$ cat config.mk
export PLATFORM = sky130hd
export DESIGN_NAME = ts_packet_header_parser_flat
export DESIGN_NICKNAME = d
export VERILOG_FILES = /design/src/tsph_pkg.sv /design/src/tsph_if.sv /design/src/ts_packet_header_parser.sv /design/src/flat_wrapper.sv
export SDC_FILE = /design/constraint.sdc
export NUM_CORES = 1
export LEC_CHECK = 0
export ABC_AREA = 1
export ABC_CLOCK_PERIOD_IN_PS = 6900
export BUFFER_PORTS_ARGS = -buffer_cell sky130_fd_sc_hd__buf_4
export CORE_UTILIZATION = 60
export CTS_CLUSTER_DIAMETER = 80
export CTS_CLUSTER_SIZE = 10
export DETAILED_ROUTE_END_ITERATION = 7
export PLACE_DENSITY = 0.8
export SETUP_SLACK_MARGIN = 0.15
export SLEW_MARGIN = 20
export SYNTH_ARGS = -nofsm -noshare
export SYNTH_HDL_FRONTEND = slang
export SYNTH_SLANG_ARGS = --single-unit
$ cat constraint.sdc
create_clock -name clk -period 6.9 [get_ports clk]
set_input_delay 1.38 -clock clk [delete_from_list [all_inputs] [get_ports clk]]
set_output_delay 1.38 -clock clk [all_outputs]
set_load 0.05 [all_outputs]
$ cat src/tsph_pkg.sv
// Shared types and constants of the transport packet header parser.
`default_nettype none
package tsph_pkg;

	typedef logic [2:0] status_t;

	localparam status_t ST_OK        = 3'd0;
	localparam status_t ST_BAD_SYNC  = 3'd1;
	localparam status_t ST_TEI       = 3'd2;
	localparam status_t ST_BAD_ADAPT = 3'd3;
	localparam status_t ST_BAD_PTR   = 3'd4;
	localparam status_t ST_SHORT     = 3'd5;

	localparam logic [7:0] SYNC_BYTE     = 8'h47;
	localparam logic [7:0] SYNC_BYTE_INV = 8'hB8;
	localparam logic [7:0] ADAPT_LEN_MAX = 8'd183;
	localparam logic [7:0] PAYLOAD_LEN   = 8'd184;
	localparam logic [7:0] IDX_MAX       = 8'd255;
	localparam logic [15:0] PES_PREFIX   = 16'h0001;

endpackage
`default_nettype wire

$ cat src/tsph_if.sv
// Channel interfaces: packet bytes in, packet verdicts out.
`default_nettype none
interface tsph_byte_if;
	import tsph_pkg::*;
	logic       valid;
	logic       ready;
	logic [7:0] byte_in;
	logic       last_byte;

	modport source (output valid, output byte_in, output last_byte, input ready);
	modport sink (input valid, input byte_in, input last_byte, output ready);
endinterface

interface tsph_verdict_if;
	import tsph_pkg::*;
	logic       valid;
	logic       ready;
	status_t    status;
	logic [3:0] continuity;
	logic       unit_start;
	logic       has_tail;
	logic [7:0] tail_offset;
	logic [7:0] tail_length;
	logic [7:0] new_offset;
	logic [7:0] new_length;
	logic       pes_start;

	modport source (output valid, output status, output continuity, output unit_start,
		output has_tail, output tail_offset, output tail_length, output new_offset,
		output new_length, output pes_start, input ready);
	modport sink (input valid, input status, input continuity, input unit_start,
		input has_tail, input tail_offset, input tail_length, input new_offset,
		input new_length, input pes_start, output ready);
endinterface
`default_nettype wire

$ cat src/ts_packet_header_parser.sv
// Transport packet header parser: byte stream in, one verdict per packet out.
//
//  channel   dir  payload                                   words
//  bytes     in   byte_in[7:0], last_byte                   one per packet byte
//  verdict   out  status, continuity, unit_start, tail/new  one per packet
//                 offsets and lengths, pes_start
//
// A byte enters the input register, then updates the header state; on the last
// byte the verdict is formed from that state in the same cycle and loaded into
// the output register. One byte per cycle unless a last byte waits on a stalled verdict.
// Reset clears all header state and both valid flags.
// A stalled verdict holds the input register only when it holds a last byte;
// other bytes keep flowing while the verdict waits.
`default_nettype none
module ts_packet_header_parser (
	input  wire logic clk,
	input  wire logic arst_n,
	tsph_byte_if.sink      bytes,
	tsph_verdict_if.source verdict
);
	import tsph_pkg::*;

	// input register
	logic       valid_s1;
	logic [7:0] byte_s1;
	logic       last_s1;

	// header state
	logic [7:0]  byte_index_q;
	logic        sync_err_q;
	logic        tei_q, pusi_q, adapt_q;
	logic [3:0]  cc_q;
	logic [7:0]  adapt_len_q;
	logic [7:0]  pointer_q;
	logic [15:0] first_bytes_q;

	// next state
	logic        sync_err_d, tei_d, pusi_d, adapt_d;
	logic [3:0]  cc_d;
	logic [7:0]  adapt_len_d, pointer_d;
	logic [15:0] first_bytes_d;

	logic       s1_go, load_out;
	logic [8:0] idx9, n9, ppos9, cap_pos9;
	logic [7:0] datalen;

	// verdict under construction
	status_t    st;
	logic       has_tail_c, pes_c;
	logic [7:0] tail_off_c, tail_len_c, new_off_c, new_len_c;
	logic [8:0] new_off9;

	assign s1_go    = valid_s1 && (!last_s1 || !verdict.valid || verdict.ready);
	assign load_out = s1_go && last_s1;
	assign bytes.ready = !valid_s1 || s1_go;

	always_ff @(posedge clk or negedge arst_n) begin
		if (!arst_n) begin
			valid_s1 <= 1'b0;
		end else if (bytes.ready) begin
			valid_s1 <= bytes.valid;
		end
	end

	always_ff @(posedge clk) begin
		if (bytes.ready && bytes.valid) begin
			byte_s1 <= bytes.byte_in;
			last_s1 <= bytes.last_byte;
		end
	end

	assign idx9 = {1'b0, byte_index_q};

	// capture position from stored state; at byte 4 it can match only without an adaptation field
	assign cap_pos9 = adapt_q ? 9'd5 + {1'b0, adapt_len_q} : 9'd4;

	// header field capture for the byte in the input register
	always_comb begin
		sync_err_d    = sync_err_q;
		tei_d         = tei_q;
		pusi_d        = pusi_q;
		adapt_d       = adapt_q;
		cc_d          = cc_q;
		adapt_len_d   = adapt_len_q;
		pointer_d     = pointer_q;
		first_bytes_d = first_bytes_q;
		if (byte_index_q == 8'd0) begin
			sync_err_d = !(byte_s1 == SYNC_BYTE || byte_s1 == SYNC_BYTE_INV);
		end else if (byte_index_q == 8'd1) begin
			tei_d  = byte_s1[7];
			pusi_d = byte_s1[6];
		end else if (byte_index_q == 8'd3) begin
			adapt_d = byte_s1[5];
			cc_d    = byte_s1[3:0];
		end else if (byte_index_q >= 8'd4) begin
			if (byte_index_q == 8'd4 && adapt_q)
				adapt_len_d = byte_s1;
		end
		if (byte_index_q >= 8'd4 && pusi_q) begin
			if (idx9 == cap_pos9)
				pointer_d = byte_s1;
			else if (idx9 == cap_pos9 + 9'd1)
				first_bytes_d[15:8] = byte_s1;
			else if (idx9 == cap_pos9 + 9'd2)
				first_bytes_d[7:0] = byte_s1;
		end
	end

	// pointer byte position; adaptation length is taken as just updated
	assign ppos9   = adapt_d ? 9'd5 + {1'b0, adapt_len_d} : 9'd4;
	assign n9      = idx9 + 9'd1;
	assign datalen = adapt_d ? ADAPT_LEN_MAX - adapt_len_d : PAYLOAD_LEN;

	always_comb begin
		st         = ST_OK;
		has_tail_c = 1'b0;
		tail_off_c = 8'd0;
		tail_len_c = 8'd0;
		new_off_c  = 8'd0;
		new_len_c  = 8'd0;
		pes_c      = 1'b0;
		new_off9   = 9'd0;
		if (sync_err_d)
			st = ST_BAD_SYNC;
		else if (n9 < 9'd4)
			st = ST_SHORT;
		else if (tei_d)
			st = ST_TEI;
		else if ((adapt_d || pusi_d) && n9 < 9'd5)
			st = ST_SHORT;
		else if (adapt_d && adapt_len_d > ADAPT_LEN_MAX)
			st = ST_BAD_ADAPT;
		else if (pusi_d) begin
			if (n9 <= ppos9) begin
				st = ST_SHORT;
			end else if (pointer_d >= datalen) begin
				st = ST_BAD_PTR;
			end else begin
				has_tail_c = pointer_d != 8'd0;
				tail_off_c = has_tail_c ? 8'(ppos9 + 9'd1) : 8'd0;
				tail_len_c = pointer_d;
				new_off9   = ppos9 + 9'd1 + {1'b0, pointer_d};
				new_off_c  = new_off9[7:0];
				new_len_c  = datalen - 8'd1 - pointer_d;
				pes_c      = pointer_d == 8'd0 && n9 >= ppos9 + 9'd3
					&& first_bytes_d == PES_PREFIX;
			end
		end else begin
			new_off_c = ppos9[7:0];
			new_len_c = datalen;
		end
	end

	always_ff @(posedge clk or negedge arst_n) begin
		if (!arst_n) begin
			byte_index_q  <= '0;
			sync_err_q    <= 1'b0;
			tei_q         <= 1'b0;
			pusi_q        <= 1'b0;
			adapt_q       <= 1'b0;
			cc_q          <= '0;
			adapt_len_q   <= '0;
			pointer_q     <= '0;
			first_bytes_q <= '0;
		end else if (s1_go) begin
			if (last_s1) begin
				byte_index_q  <= '0;
				sync_err_q    <= 1'b0;
				tei_q         <= 1'b0;
				pusi_q        <= 1'b0;
				adapt_q       <= 1'b0;
				cc_q          <= '0;
				adapt_len_q   <= '0;
				pointer_q     <= '0;
				first_bytes_q <= '0;
			end else begin
				if (byte_index_q != IDX_MAX)
					byte_index_q <= byte_index_q + 8'd1;
				sync_err_q    <= sync_err_d;
				tei_q         <= tei_d;
				pusi_q        <= pusi_d;
				adapt_q       <= adapt_d;
				cc_q          <= cc_d;
				adapt_len_q   <= adapt_len_d;
				pointer_q     <= pointer_d;
				first_bytes_q <= first_bytes_d;
			end
		end
	end

	// output register
	always_ff @(posedge clk or negedge arst_n) begin
		if (!arst_n) begin
			verdict.valid <= 1'b0;
		end else if (load_out) begin
			verdict.valid <= 1'b1;
		end else if (verdict.ready) begin
			verdict.valid <= 1'b0;
		end
	end

	always_ff @(posedge clk) begin
		if (load_out) begin
			verdict.status      <= st;
			verdict.continuity  <= (st == ST_OK) ? cc_d : 4'd0;
			verdict.unit_start  <= (st == ST_OK) ? pusi_d : 1'b0;
			verdict.has_tail    <= has_tail_c;
			verdict.tail_offset <= tail_off_c;
			verdict.tail_length <= tail_len_c;
			verdict.new_offset  <= new_off_c;
			verdict.new_length  <= new_len_c;
			verdict.pes_start   <= pes_c;
		end
	end

`ifndef SYNTH
	a_err_clean: assert property (@(posedge clk) disable iff (!arst_n)
		verdict.valid && verdict.status != ST_OK |-> verdict.continuity == 4'd0
		&& verdict.new_offset == 8'd0 && verdict.new_length == 8'd0
		&& !verdict.has_tail && !verdict.pes_start)
		else $error("error verdict carries nonzero fields");
	a_span: assert property (@(posedge clk) disable iff (!arst_n)
		verdict.valid && verdict.status == ST_OK
		|-> {1'b0, verdict.new_offset} + {1'b0, verdict.new_length} == 9'd188)
		else $error("payload span does not reach packet end");
	a_tail: assert property (@(posedge clk) disable iff (!arst_n)
		verdict.valid && verdict.status == ST_OK && verdict.has_tail
		|-> verdict.new_offset == verdict.tail_offset + verdict.tail_length)
		else $error("new section does not follow the tail");
	a_restart: assert property (@(posedge clk) disable iff (!arst_n)
		load_out |=> byte_index_q == 8'd0 && !sync_err_q && !pusi_q)
		else $error("header state not cleared after verdict");
`endif

endmodule
`default_nettype wire
$ cat src/flat_wrapper.sv
// flat-port wrapper written by rule: the top's interface ports become plain ports
module ts_packet_header_parser_flat import tsph_pkg::*;
  (clk, arst_n, bytes_valid, bytes_byte_in, bytes_last_byte, bytes_ready, verdict_valid, verdict_status, verdict_continuity, verdict_unit_start, verdict_has_tail, verdict_tail_offset, verdict_tail_length, verdict_new_offset, verdict_new_length, verdict_pes_start, verdict_ready);
  tsph_byte_if bytes_i ();
  tsph_verdict_if verdict_i ();
  input  wire logic clk;
  input  wire logic arst_n;
  input wire logic [$bits(bytes_i.valid)-1:0] bytes_valid;
  input wire logic [$bits(bytes_i.byte_in)-1:0] bytes_byte_in;
  input wire logic [$bits(bytes_i.last_byte)-1:0] bytes_last_byte;
  output wire logic [$bits(bytes_i.ready)-1:0] bytes_ready;
  output wire logic [$bits(verdict_i.valid)-1:0] verdict_valid;
  output wire logic [$bits(verdict_i.status)-1:0] verdict_status;
  output wire logic [$bits(verdict_i.continuity)-1:0] verdict_continuity;
  output wire logic [$bits(verdict_i.unit_start)-1:0] verdict_unit_start;
  output wire logic [$bits(verdict_i.has_tail)-1:0] verdict_has_tail;
  output wire logic [$bits(verdict_i.tail_offset)-1:0] verdict_tail_offset;
  output wire logic [$bits(verdict_i.tail_length)-1:0] verdict_tail_length;
  output wire logic [$bits(verdict_i.new_offset)-1:0] verdict_new_offset;
  output wire logic [$bits(verdict_i.new_length)-1:0] verdict_new_length;
  output wire logic [$bits(verdict_i.pes_start)-1:0] verdict_pes_start;
  input wire logic [$bits(verdict_i.ready)-1:0] verdict_ready;
  assign bytes_i.valid = bytes_valid;
  assign bytes_i.byte_in = bytes_byte_in;
  assign bytes_i.last_byte = bytes_last_byte;
  assign bytes_ready = bytes_i.ready;
  assign verdict_valid = verdict_i.valid;
  assign verdict_status = verdict_i.status;
  assign verdict_continuity = verdict_i.continuity;
  assign verdict_unit_start = verdict_i.unit_start;
  assign verdict_has_tail = verdict_i.has_tail;
  assign verdict_tail_offset = verdict_i.tail_offset;
  assign verdict_tail_length = verdict_i.tail_length;
  assign verdict_new_offset = verdict_i.new_offset;
  assign verdict_new_length = verdict_i.new_length;
  assign verdict_pes_start = verdict_i.pes_start;
  assign verdict_i.ready = verdict_ready;
  ts_packet_header_parser u_core (.clk(clk), .arst_n(arst_n), .bytes(bytes_i), .verdict(verdict_i));
endmodule
; Word-level counts from Yosys, hierarchy flattened
; Index checks and enable logic that the tools add are counted.
[totals]
regBits = 101
out_inout_bits = 44
wordCells = 133
inputBits = 13
[op_classes]
n_lt_le_gt_ge = 7
addsub = 12
n_eq_ne = 10
muxes = 52
n_reduce_logical = 28
n_bitwise = 2
[ops]
columns = cell, count
row1 = 8-bit two-way mux, 21
row2 = 16-bit two-way mux, 3
row3 = 8-bit by 9-bit equality test with 1-bit output, 3
row4 = 3-bit two-way mux, 8
row5 = "3-bit by 8-bit adder with 9-bit output, first input constant", 2
row6 = "9-bit by 2-bit adder with 9-bit output, second input constant", 2
row7 = "9-bit by 3-bit < comparator with 1-bit output, second input constant", 2
row8 = 9-bit two-way mux, 2
row9 = "8-bit by 1-bit adder with 8-bit output, second input constant", 2
row10 = "16-bit by 1-bit equality test with 1-bit output, second input constant", 1
row11 = 8-bit logical NOT, 2
row12 = 4-bit two-way mux, 4
row13 = 1-bit two-way mux, 14
row14 = "8-bit by 1-bit adder with 9-bit output, second input constant", 1
row15 = "9-bit by 1-bit adder with 9-bit output, second input constant", 1
row16 = 9-bit >= comparator, 1
row17 = 9-bit less-or-equal comparator, 1
row18 = 1-bit logical AND, 9
row19 = 9-bit OR reduction, 1
row20 = 8-bit adder, 1
row21 = "8-bit by 1-bit equality test with 1-bit output, second input constant", 1
row22 = "8-bit by 2-bit equality test with 1-bit output, second input constant", 1
row23 = "8-bit by 3-bit equality test with 1-bit output, second input constant", 1
row24 = "8-bit by 7-bit equality test with 1-bit output, second input constant", 1
row25 = other kinds (17), 26

; Longest topological paths before layout
[logic_depth]
depth_word = 19
depth_mapped = 30
mapped_depth_nobuf = 30

; Worst setup path after synthesis
; No wires, ideal clock.
[synth_timing]
path_kind = register to register
from = reg u_core.byte_index_q[0]
to = reg u_core.verdict.new_offset[7] (data pin)
period_less_slack_ps = 3808
setup_slack_ps = 3092
n_path_buf = 1
setup_ps = 257
stages_incl_launch_ff = 30
t_arrival_ps = 3551
required_time_ps = 6643
cell_sequence = dfrtp_1 > inv_1 > ha_1 > inv_1 > nand3_1 > nor2_4 > nand2_1 > nand2_2 > inv_2 > buf_6 > nor2_1 > ha_1 > nand2_1 > inv_2 > nor2_1 > ha_1 > a21oi_1 > nand2_1 > a21oi_1 > o21bai_1 > nand2_1 > nand2_1 > a21oi_1 > inv_1 > nand2_1 > nand2_1 > inv_1 > nand2_1 > nand3_1 > a21oi_1
[synth_via]
elab_chain_cells = 14
word_cells_on_any_way = 42
cone_classes = 5 x add/sub / 6 x order compare / 4 x eq/ne / 20 x mux / 7 x reduce/logical
[synth_rtl]
columns = item, line
row1 = start: declaration, ts_packet_header_parser.sv:29  ; logic [7:0] byte_index_q;
row2 = start signal: assignment, ts_packet_header_parser.sv:178  ; byte_index_q <= byte_index_q + 8'd1;
row3 = "parallel branches: the longest is 14 deep, another holds 3-bit by 8-bit adder with 9-bit output", --
row4 = end signal: assignment, ts_packet_header_parser.sv:210  ; verdict.new_offset <= new_off_c;
row5 = end: declaration, tsph_if.sv:29  ; output has_tail, output tail_offset, output tail_length, output new_offset,
; Parallel ways; which one is timed is not known.
; A chain may end at the register's enable or synchronous reset.

; Worst setup path in the final report
[layout_timing]
from = reg u_core.byte_index_q[0]
to = reg u_core.verdict.tail_offset[2] (data pin)
[layout_via]
elab_chain_cells = 11
word_cells_on_any_way = 41
cone_classes = 4 x add/sub / 6 x order compare / 4 x eq/ne / 17 x mux / 2 x bitwise / 8 x reduce/logical
[layout_rtl]
columns = item, line
row1 = "parallel branches: the longest is 11 deep, another holds 3-bit by 8-bit adder with 9-bit output", --
row2 = end signal: assignment, ts_packet_header_parser.sv:208  ; verdict.tail_offset <= tail_off_c;
row3 = end: declaration, tsph_if.sv:29
; Parallel ways; which one is timed is not known.

==> impl_metrics.toml <==
[global_route]
gr-total-overflow = 0
largest_net_degree_at_the_start_of_global_routing = 51
grt_use_total = 0.306
antenna_found_initial = 0
grt_first_pass_wirelength_um = 29800
grt_pass1_vias = 5984

[power]
total_power_w = 0.00149
p_comb_frac = 0.214
cellLeakagePower_nw = 3.92
p_int_w = 0.00100
swShare = 0.329
p_per_area_nw_per_um2 = 187
power.switching_w = 0.000491
peakVddDrop_mv = 0.150
p_seq_frac = 0.456
pwr-share-clk = 0.330

[final_layout]
antenna_cells = 0
ratio_of_cells_with_drive_above_1_in_the_final_layout = 0.127
postLayoutCellArea_sq_um = 7960
final_non_filler_cell_total = 1137
num-nets-final = 1055
layout-area-overhead-vs-synth_pct = 11.5
layout.filler_cells = 992

[worst_setup_path]
critPathMaxFanout = 16
critical_path_data_arrival_time_ns = 5.09
worstPathBufferInverterCount = 4
crit_family = "simple AND/OR/NAND/NOR gates"
crit_slowest_cell = "dfrtp_1"
critPathLaunch = "u_core.byte_index_q[0]"
critPathKind = "register to register"
timing.critical_path.from_type = "register"
critPathRequiredTime_ns = 7.07
critical_path.endpoint = "u_core.verdict.tail_offset[2]"
worst-path-stages = 23
critical_path.endpoint_type = "register"
worstReg2RegEnd = "u_core.verdict.tail_offset[2]"
worst_path_most_repeated_cell = "nand2_1"
worstPathCellList = "inv_1, ha_1, nand4_1, nor2_4, nand2_1, o21ai_0, ha_1, inv_1, nand2_1, a21oi_1, nor2_1, inv_1, ha_1, nand2_1, inv_1, a21boi_0, o221ai_1, nand2_1, nor2_1, nand2_1, nor3_2, nand2_2, nor3_1"
timing.reg2reg.worst_path_depth = 23
timing.reg2reg.setup_slack_ns = 1.98
r2r-start = "u_core.byte_index_q[0]"
max_stage_delay_ns = 0.50

[synthesis]
number_of_standard_cells_after_synthesis = 935
synth_edf_count = 50
ys_warn_count = 0
ys_seq_area_frac = 0.385
syn_area_sq_um = 7140
post_synth_main_area_contributors = "edfxtp_1 (21%), dfrtp_1 (18%), nand2_1 (11%)"
synth_top_cells_by_count = "nand2_1 (217), inv_1 (137), nor2_1 (107), ha_1 (51)"
synth-async-reset-ratio = 0.500
synthDominantCellAreaShare = 0.210
yosysMostFrequentCell = "nand2_1"
yosys.area.top_type = "edfxtp_1"
avgSynthCellArea_sq_um = 7.64
most_instantiated_flip_flop_cell_in_the_synthesis_netlist = "edfxtp_1"
synth.net_count = 1001
post_synth_num_cell_types = 49
yosys_register_bits = 100

[placement]
dpl-instance-area_sq_um = 7680
count_of_buffers_from_port_buffering = 56
place_congestion = 0.968
placed_cells = 1121
post-dp-hpwl_um = 13600

[die]
core_area_sq_um = 11500
core.rowCount = 39
design.die.area_sq_um = 12300
initial_utilization = 0.620
ios = 57
height_of_the_die_um = 111
die_w_um = 111

[cts]
cts_inserted_buffers = 9
cts.htree.levels = 3
ctsLongestPathBuffers = 2
cts_tree = "built"
insertion_delay_ns = 0.36
post_cts_resized = 0
cts_hold_repair.buffers = 0
cts.clk_slew.worst_paths_ns = 0.07
buffers_inserted_during_post_cts_setup_optimization = 0
root_buffer = "clkbuf_16"
clkSinkCount = 100

[detailed_routing]
routed_via_density = 5.71
drt_pre_antenna_iters = 7
drtAntennaViolNets = 0
remaining_drc_errors = 14
route.final.wire_length_um = 18100
drt_iter0_markers = 681
post_drt_wl_per_cell_um = 16.0
route.vias.total = 6497

[status]
failed_checks = "design-rule violations"
status = "finished with violations"

[timing]
tightest_slew_ns = 0.861
post-route-period-util = 0.713
slew_viol_final = 0
slew_headroom = 0.423
fin_setup_tns_ns = 0
finalHoldViolations = 0
fmax_mhz = 203
hold_slack_ns = 0.505
finalClockSkew_ns = 0.0130
period_minus_slack_ns = 4.92
finalSetupViolCount = 0
grt_setup_unrepaired = "no"

[job]
max_cap_viol_count = 0

[hold_path]
min_path_type = "register to register"
-- worst register-to-register path, stage by stage, from the launching register on --
cell and delay [ns]:
dfrtp_1 0.50, inv_1 0.13, ha_1 0.17, nand4_1 0.13, nor2_4 0.35, nand2_1 0.11, o21ai_0 0.23, ha_1 0.27
inv_1 0.04, nand2_1 0.15, a21oi_1 0.09, nor2_1 0.26, inv_1 0.20, ha_1 0.35, nand2_1 0.06, inv_1 0.06
a21boi_0 0.10, o221ai_1 0.26, nand2_1 0.11, nor2_1 0.13, nand2_1 0.20, nor3_2 0.37, nand2_2 0.22, nor3_1 0.25
-- state kept, by name, indices dropped and copies added, names as in the netlist --
name                        flops
u_core.last_s1                  1
u_core.verdict.new_offset       8
u_core.byte_s1                  8
u_core.adapt_len_q              8
u_core.verdict.new_length       7
u_core.verdict.valid            1
u_core.sync_err_q               1
u_core.first_bytes_q           16
u_core.verdict.unit_start       1
u_core.verdict.continuity       4
u_core.verdict.tail_length      8
u_core.pusi_q                   1
u_core.tei_q                    1
u_core.pointer_q                8
u_core.valid_s1                 1
u_core.cc_q                     4
u_core.verdict.status           3
u_core.byte_index_q             8
u_core.verdict.has_tail         1
u_core.verdict.tail_offset      8
u_core.verdict.pes_start        1
u_core.adapt_q                  1
-- area by class of cell --
| cell class | instances | area [sq um] | share of cell area |
|---|---|---|---|
| Clock buffer | 10 | 229 | 0.0288 |
| Clock inverter | 6 | 52.6 | 0.00660 |
| Inverter | 147 | 552 | 0.0693 |
| Multi-Input combinational cell | 671 | 3750 | 0.471 |
| Sequential cell | 100 | 2750 | 0.346 |
| Tap cell | 143 | 179 | 0.0225 |
| Timing Repair Buffer | 60 | 450 | 0.0566 |
-- stage by stage --
step                       util  setup slack (ns)
after floorplan               -              3.09
after global placement    0.667              2.09
after detailed placement  0.667              2.12
after CTS                 0.691              2.11
after global routing      0.691              1.60
final                     0.691              1.98
-- metal layers --
layer / wire, um / track usage
met4: 407 / 0.106
met1: 8310 / 0.433
met3: 1260 / 0.0541
met2: 8160 / 0.473
met5: 0 / 0
-- kinds of logic after synthesis --
kind of cell	count (synthesis)	share of synthesized area
adder cells (fa/ha/maj)	53	0.0949
AND/OR/NAND/NOR	448	0.276
multiplexers	1	0.00140
AO/OA/AOI/OAI	151	0.129
XOR/XNOR	18	0.0221
flip-flops	100	0.385
buffers and inverters	164	0.0909
-- cell usage in the layout (no fill, tap or decap), types with 2 or more instances in the layout --
cell type | Yosys | routed
dfrtp_1 | 50 | 50
nand3_1 | 48 | 48
nand2_2 | 9 | 9
a22o_1 | 9 | 9
o221ai_1 | 2 | 2
clkinv_1 | 3 | 3
clkbuf_16 | 0 | 9
o22ai_1 | 30 | 30
nor3_1 | 7 | 7
a21oi_1 | 43 | 43
fa_1 | 2 | 2
xor2_1 | 15 | 15
nor2_4 | 4 | 4
a22oi_1 | 4 | 4
nand4_1 | 26 | 26
xnor2_1 | 3 | 3
edfxtp_1 | 50 | 50
inv_8 | 0 | 2
nand2_1 | 217 | 217
nor2_2 | 13 | 13
or2_2 | 3 | 3
inv_2 | 7 | 7
nor2_1 | 107 | 107
ha_1 | 51 | 51
nand3_2 | 3 | 3
o21ai_2 | 4 | 4
o21ai_4 | 4 | 4
o21ai_1 | 10 | 10
buf_4 | 1 | 60
inv_6 | 0 | 2
inv_1 | 137 | 137
nand3b_1 | 3 | 3
o21ai_0 | 38 | 38
-- power groups by stage --
stage          combinational, W  clock (W)  sequential, W
2_1_floorplan          0.000176          0       0.000731
3_3_place_gp           0.000308          0       0.000691
3_5_place_dp           0.000312          0       0.000693
4_1_cts                0.000314   0.000493       0.000680
5_1_grt                0.000346   0.000522       0.000683
6_report               0.000319   0.000492       0.000681
-- worst min-delay path by stage --
| stage | from | to | slack [ns] | depth (start not counted) |
|---|---|---|---|---|
| 3_3_place_gp | u_core.first_bytes_q[14] | u_core.first_bytes_q[14] | 0.47 | 2 |
| 3_5_place_dp | u_core.first_bytes_q[2] | u_core.first_bytes_q[2] | 0.49 | 2 |
| 6_report | u_core.first_bytes_q[5] | u_core.first_bytes_q[5] | 0.51 | 1 |
| 2_1_floorplan | u_core.first_bytes_q[11] | u_core.first_bytes_q[11] | 0.45 | 2 |
| 4_1_cts | u_core.first_bytes_q[2] | u_core.first_bytes_q[2] | 0.51 | 2 |
| 5_1_grt | u_core.first_bytes_q[4] | u_core.first_bytes_q[4] | 0.53 | 1 |
No activity file was read; power rests on OpenSTA's default activity.
